$ cat src/rtl/core/assert_macros.svh
// ----------------------------------------------------------------------------
// Assertion macros
// Shared concurrent assertion helpers; empty when SYNTHESIS is defined.
// ----------------------------------------------------------------------------
`ifndef ASSERT_MACROS_SVH
`define ASSERT_MACROS_SVH
`ifndef SYNTHESIS
// Consequent must hold in the same cycle as the antecedent.
`define ASSERT_IMPLY(label, clk, rst_n, ante, cons) \
  label: assert property (@(posedge clk) disable iff (!rst_n) (ante) |-> (cons)) \
    else $error("assertion failed");
// Expression must never be true.
`define ASSERT_NEVER(label, clk, rst_n, expr) \
  label: assert property (@(posedge clk) disable iff (!rst_n) !(expr)) \
    else $error("assertion failed");
`else
`define ASSERT_IMPLY(label, clk, rst_n, ante, cons)
`define ASSERT_NEVER(label, clk, rst_n, expr)
`endif
`endif

$ cat src/rtl/core/psr_modu.sv
// ----------------------------------------------------------------------------
// psr_modu
// Iterative restoring remainder of a 16-bit value by the period, one bit a cycle.
// ----------------------------------------------------------------------------
module psr_modu (
  input  logic        clk_i,
  input  logic        rst_ni,
  input  logic        start_i,
  input  logic [15:0] x_i,
  input  logic [10:0] p_i,
  output logic        done_o,
  output logic [10:0] rem_o
);

  logic [15:0] x_q, x_d;
  logic [11:0] rem_q, rem_d;
  logic [4:0]  cnt_q, cnt_d;
  logic        done_q, done_d;
  logic [11:0] trial;

  // Shift in the next dividend bit and subtract the period when it fits.
  always_comb begin
    trial  = {rem_q[10:0], x_q[15]};
    x_d    = x_q;
    rem_d  = rem_q;
    cnt_d  = cnt_q;
    done_d = 1'b0;
    if (start_i) begin
      x_d   = x_i;
      rem_d = '0;
      cnt_d = 5'd16;
    end else if (cnt_q != '0) begin
      x_d   = {x_q[14:0], 1'b0};
      rem_d = (trial >= {1'b0, p_i}) ? trial - {1'b0, p_i} : trial;
      cnt_d = cnt_q - 5'd1;
      done_d = (cnt_q == 5'd1);
    end
  end

  always_ff @(posedge clk_i or negedge rst_ni) begin
    if (!rst_ni) begin
      cnt_q  <= '0;
      done_q <= 1'b0;
    end else begin
      cnt_q  <= cnt_d;
      done_q <= done_d;
    end
  end

  always_ff @(posedge clk_i) begin
    x_q   <= x_d;
    rem_q <= rem_d;
  end

  assign done_o = done_q;
  assign rem_o  = rem_q[10:0];

endmodule

$ cat config.mk
export PLATFORM = sky130hd
export DESIGN_NAME = psr_modu
export DESIGN_NICKNAME = d
export VERILOG_FILES = /design/src/rtl/core/assert_macros.svh /design/src/rtl/core/psr_modu.sv
export SDC_FILE = /design/constraint.sdc
export NUM_CORES = 1
export LEC_CHECK = 0
export BUFFER_PORTS_ARGS = -buffer_cell sky130_fd_sc_hd__buf_2
export CORE_MARGIN = 1
export CORE_UTILIZATION = 59
export DETAILED_ROUTE_END_ITERATION = 8
export PLACE_DENSITY_LB_ADDON = 0.08
export SETUP_SLACK_MARGIN = 0.05
export SYNTH_ARGS = -nofsm -noshare
export SYNTH_HDL_FRONTEND = slang
export SYNTH_SLANG_ARGS = --single-unit
$ cat constraint.sdc
create_clock -name clk_i -period 6.9 [get_ports clk_i]
set_clock_uncertainty 0.2 [all_clocks]
set_input_delay 0.345 -clock clk_i [delete_from_list [all_inputs] [get_ports clk_i]]
set_output_delay 0.345 -clock clk_i [all_outputs]
set_load 0.05 [all_outputs]
==> results_dict.tcl <==
set metrics [dict create \
    status "finished, final reports clean" \
    post-cts-setup-buffers 0 \
    cts_tree "yes" \
    vdd_ir_drop_max_uv 211.0 \
    async_flop_share 0.1818 \
    die_area_um2 3733 \
    viasPerCell 5.418 \
    clockRootBuffer "clkbuf_4" \
    r2r-end "rem_q[9]" \
    setup_viol 0 \
    cp-start-kind "flip-flop" \
    syn_inst 204 \
    grt_pass1_vias 1424 \
    end_kind "flip-flop" \
    postCtsHoldBufs 1 \
    route.detailed.drc 0 \
    hp-class "in2reg" \
    holdWs_ns 0.1088 \
    place_hpwl_um 3024 \
    fin_tns_setup_ns 0 \
    numCtsBuffers 5 \
    yosysUniqueCellTypes 52 \
    final_common_cell "buf_2" \
    hold_viol 0 \
    power_density_nw_per_um2 376.9 \
    cp_slowest_cell "fa_1" \
    rsz0062_at_grt "false" \
    core_area_um2 3337 \
    grt_max_degree 31 \
    ys_seq_elements 33 \
    first_pass_iters 4 \
    yosys_warnings 0 \
    fp.dieH_um 61.10 \
    endpoint "rem_q[9]" \
    drtAntennaViolNets 0 \
    path_clk_slew_ns 0.10 \
    r2r_slack_ns 4.26 \
    r2r_cells 9 \
    synthFlopType "edfxtp_1" \
    synthTopCellsByArea "edfxtp_1, dfxtp_1, ha_1" \
    gp_congestion 0.8772 \
    grt_util_all_layers 0.2388 \
    n_antenna_cell 0 \
    antenna_found_initial 0 \
    synth_nets 249 \
    critPathKind "reg2reg" \
    overflow 0 \
    critical_path_arrival_ns 2.68 \
    synth_seq_area_share 0.4129 \
    finalCritPeriodShare 0.3825 \
    timing.slew.headroom 0.6070 \
    cts-htree-levels 2 \
    grt_pass1_wl_um 6327 \
    syn2layout_area_growth_pct 14.15 \
    synth_top_area_share 0.2332 \
    critPathRequiredTime_ns 6.94 \
    max_stage_delay_ns 0.39 \
    timing.fmax_mhz 378.9 \
    synth_area_um2 2061 \
    post-synth-top-area-cell "edfxtp_1" \
    wl_um 3926 \
    most-common-layout-cells "buf_2, nor2_1, inv_1, edfxtp_1, mux2_2" \
    timing.rr.start "x_q[15]" \
    nets 292 \
    period_needed_ns 2.640 \
    synth-edff-count 16 \
    drt_iter0_markers 69 \
    clock-sinks 33 \
    die_width_um 61.10 \
    synth.avg_cell_area_um2 10.10 \
    tightest_slew_ns 0.5888 \
    ctsResizeCount 0 \
    routedWlPerCell_um 13.35 \
    rows 21 \
    critical_path_peak_fanout 12 \
    crit_path_start "x_q[15]" \
    cp_cell_sequence "inv_1 -> ha_1 -> fa_1 -> nand2b_2 -> o2bb2ai_2 -> a211o_1 -> nand2_2 -> o21ai_0 -> a32o_1" \
    port_buffers 41 \
    maxSlewViolCount 0 \
    vias 1593 \
    drive_gt1_frac 0.2863 \
    insertion_delay_ns 0.33 \
    cts_max_path_buffers 2 \
    max_cap_viol_count 0 \
    start_util 0.6175 \
    num_io_pins 42 \
    power.leakage_nw 1.068 \
]
worst max-delay path, delay by kind of cell (launching register included):
| kind | cells | cell delay [ns] |
|---|---|---|
| adder cells (fa/ha/maj) | 2 | 0.59 |
| flip-flops | 1 | 0.36 |
| AO/OA/AOI/OAI | 4 | 0.88 |
| buffers and inverters | 1 | 0.06 |
| AND/OR/NAND/NOR | 2 | 0.45 |
registers in the layout, indices dropped and copies added (netlist names):
register / count
cnt_q: 5
done_o: 1
rem_q: 11
x_q: 16
power by group:
part	leakage [nW]	switching, mW	total (mW)	internal [mW]
registers	0.336	0.0435	0.314	0.270
clock network	0.0265	0.0619	0.102	0.0406
logic	0.705	0.288	0.471	0.183
worst min path at each step:
stage                        from  endpoint  slack [ns]  cells after the start
after floorplan            rst_ni  cnt_q[0]       -0.15                      0
after global placement     rst_ni    done_o       -0.02                      1
after detailed placement   rst_ni    done_o       -0.02                      1
after CTS                  x_i[0]    x_q[0]         0.1                      2
after global routing      x_i[15]   x_q[15]        0.08                      2
final                     x_i[14]   x_q[14]        0.11                      2
synthesized netlist by cell type, types with 2 or more instances:
library cell and count:
a211o_1 3, a21oi_1 8, and2_1 2, and3_1 2, clkbuf_1 4, dfrtp_1 6, dfxtp_1 11, edfxtp_1 16
ha_1 14, inv_1 17, mux2_2 15, mux2i_1 6, nand2_1 12, nand2b_1 2, nand3_1 3, nand4_1 2
nor2_1 20, nor2b_1 2, nor3_1 5, nor3b_1 2, o21a_1 5, o21ai_0 10, o21ai_1 2, or3_1 2
xnor2_1 6
stage by stage:
stage | area, um2 | cells | setup slack, ns | utilization | power (mW)
4_1_cts | 2352 | 294 | 4.254 | 0.7049 | 0.8922
3_5_place_dp | 2293 | 285 | 4.196 | 0.6873 | 0.7872
3_3_place_gp | 2293 | 285 | 4.236 | 0.6873 | 0.7849
5_1_grt | 2352 | 294 | 4.091 | 0.7049 | 0.9564
2_1_floorplan | 2061 | 204 | 4.173 | - | 0.6921
6_report | 2352 | 294 | 4.260 | 0.7049 | 0.8866
per-layer routing:
metal  track usage  share of wire  vias up
li1              -              -      821
met1        0.3046           0.46      731
met2        0.3929           0.48       35
met3       0.06092          0.043        6
met4       0.08766          0.016        0
met5             0              0        -
layout make-up:
class                      instances  area (um2)
multi-input combinational        148        1116
fill                             301       984.7
sequential                        33       850.8
timing repair buffer              42       215.2
inverter                          17       63.81
tap                               46       57.56
clock buffer                       8       48.80
cells by family after synthesis:
kind of cell / after synthesis / synth area share
DFF: 33 / 0.4129
muxes: 21 / 0.1111
adders and majority gates: 15 / 0.09472
AOI/OAI and AO/OA: 42 / 0.1463
and+or+nand+nor: 64 / 0.1639
xor gates and xnor gates: 6 / 0.02550
buffers and inverters: 23 / 0.04553
Power figures use the tool's default switching activity.
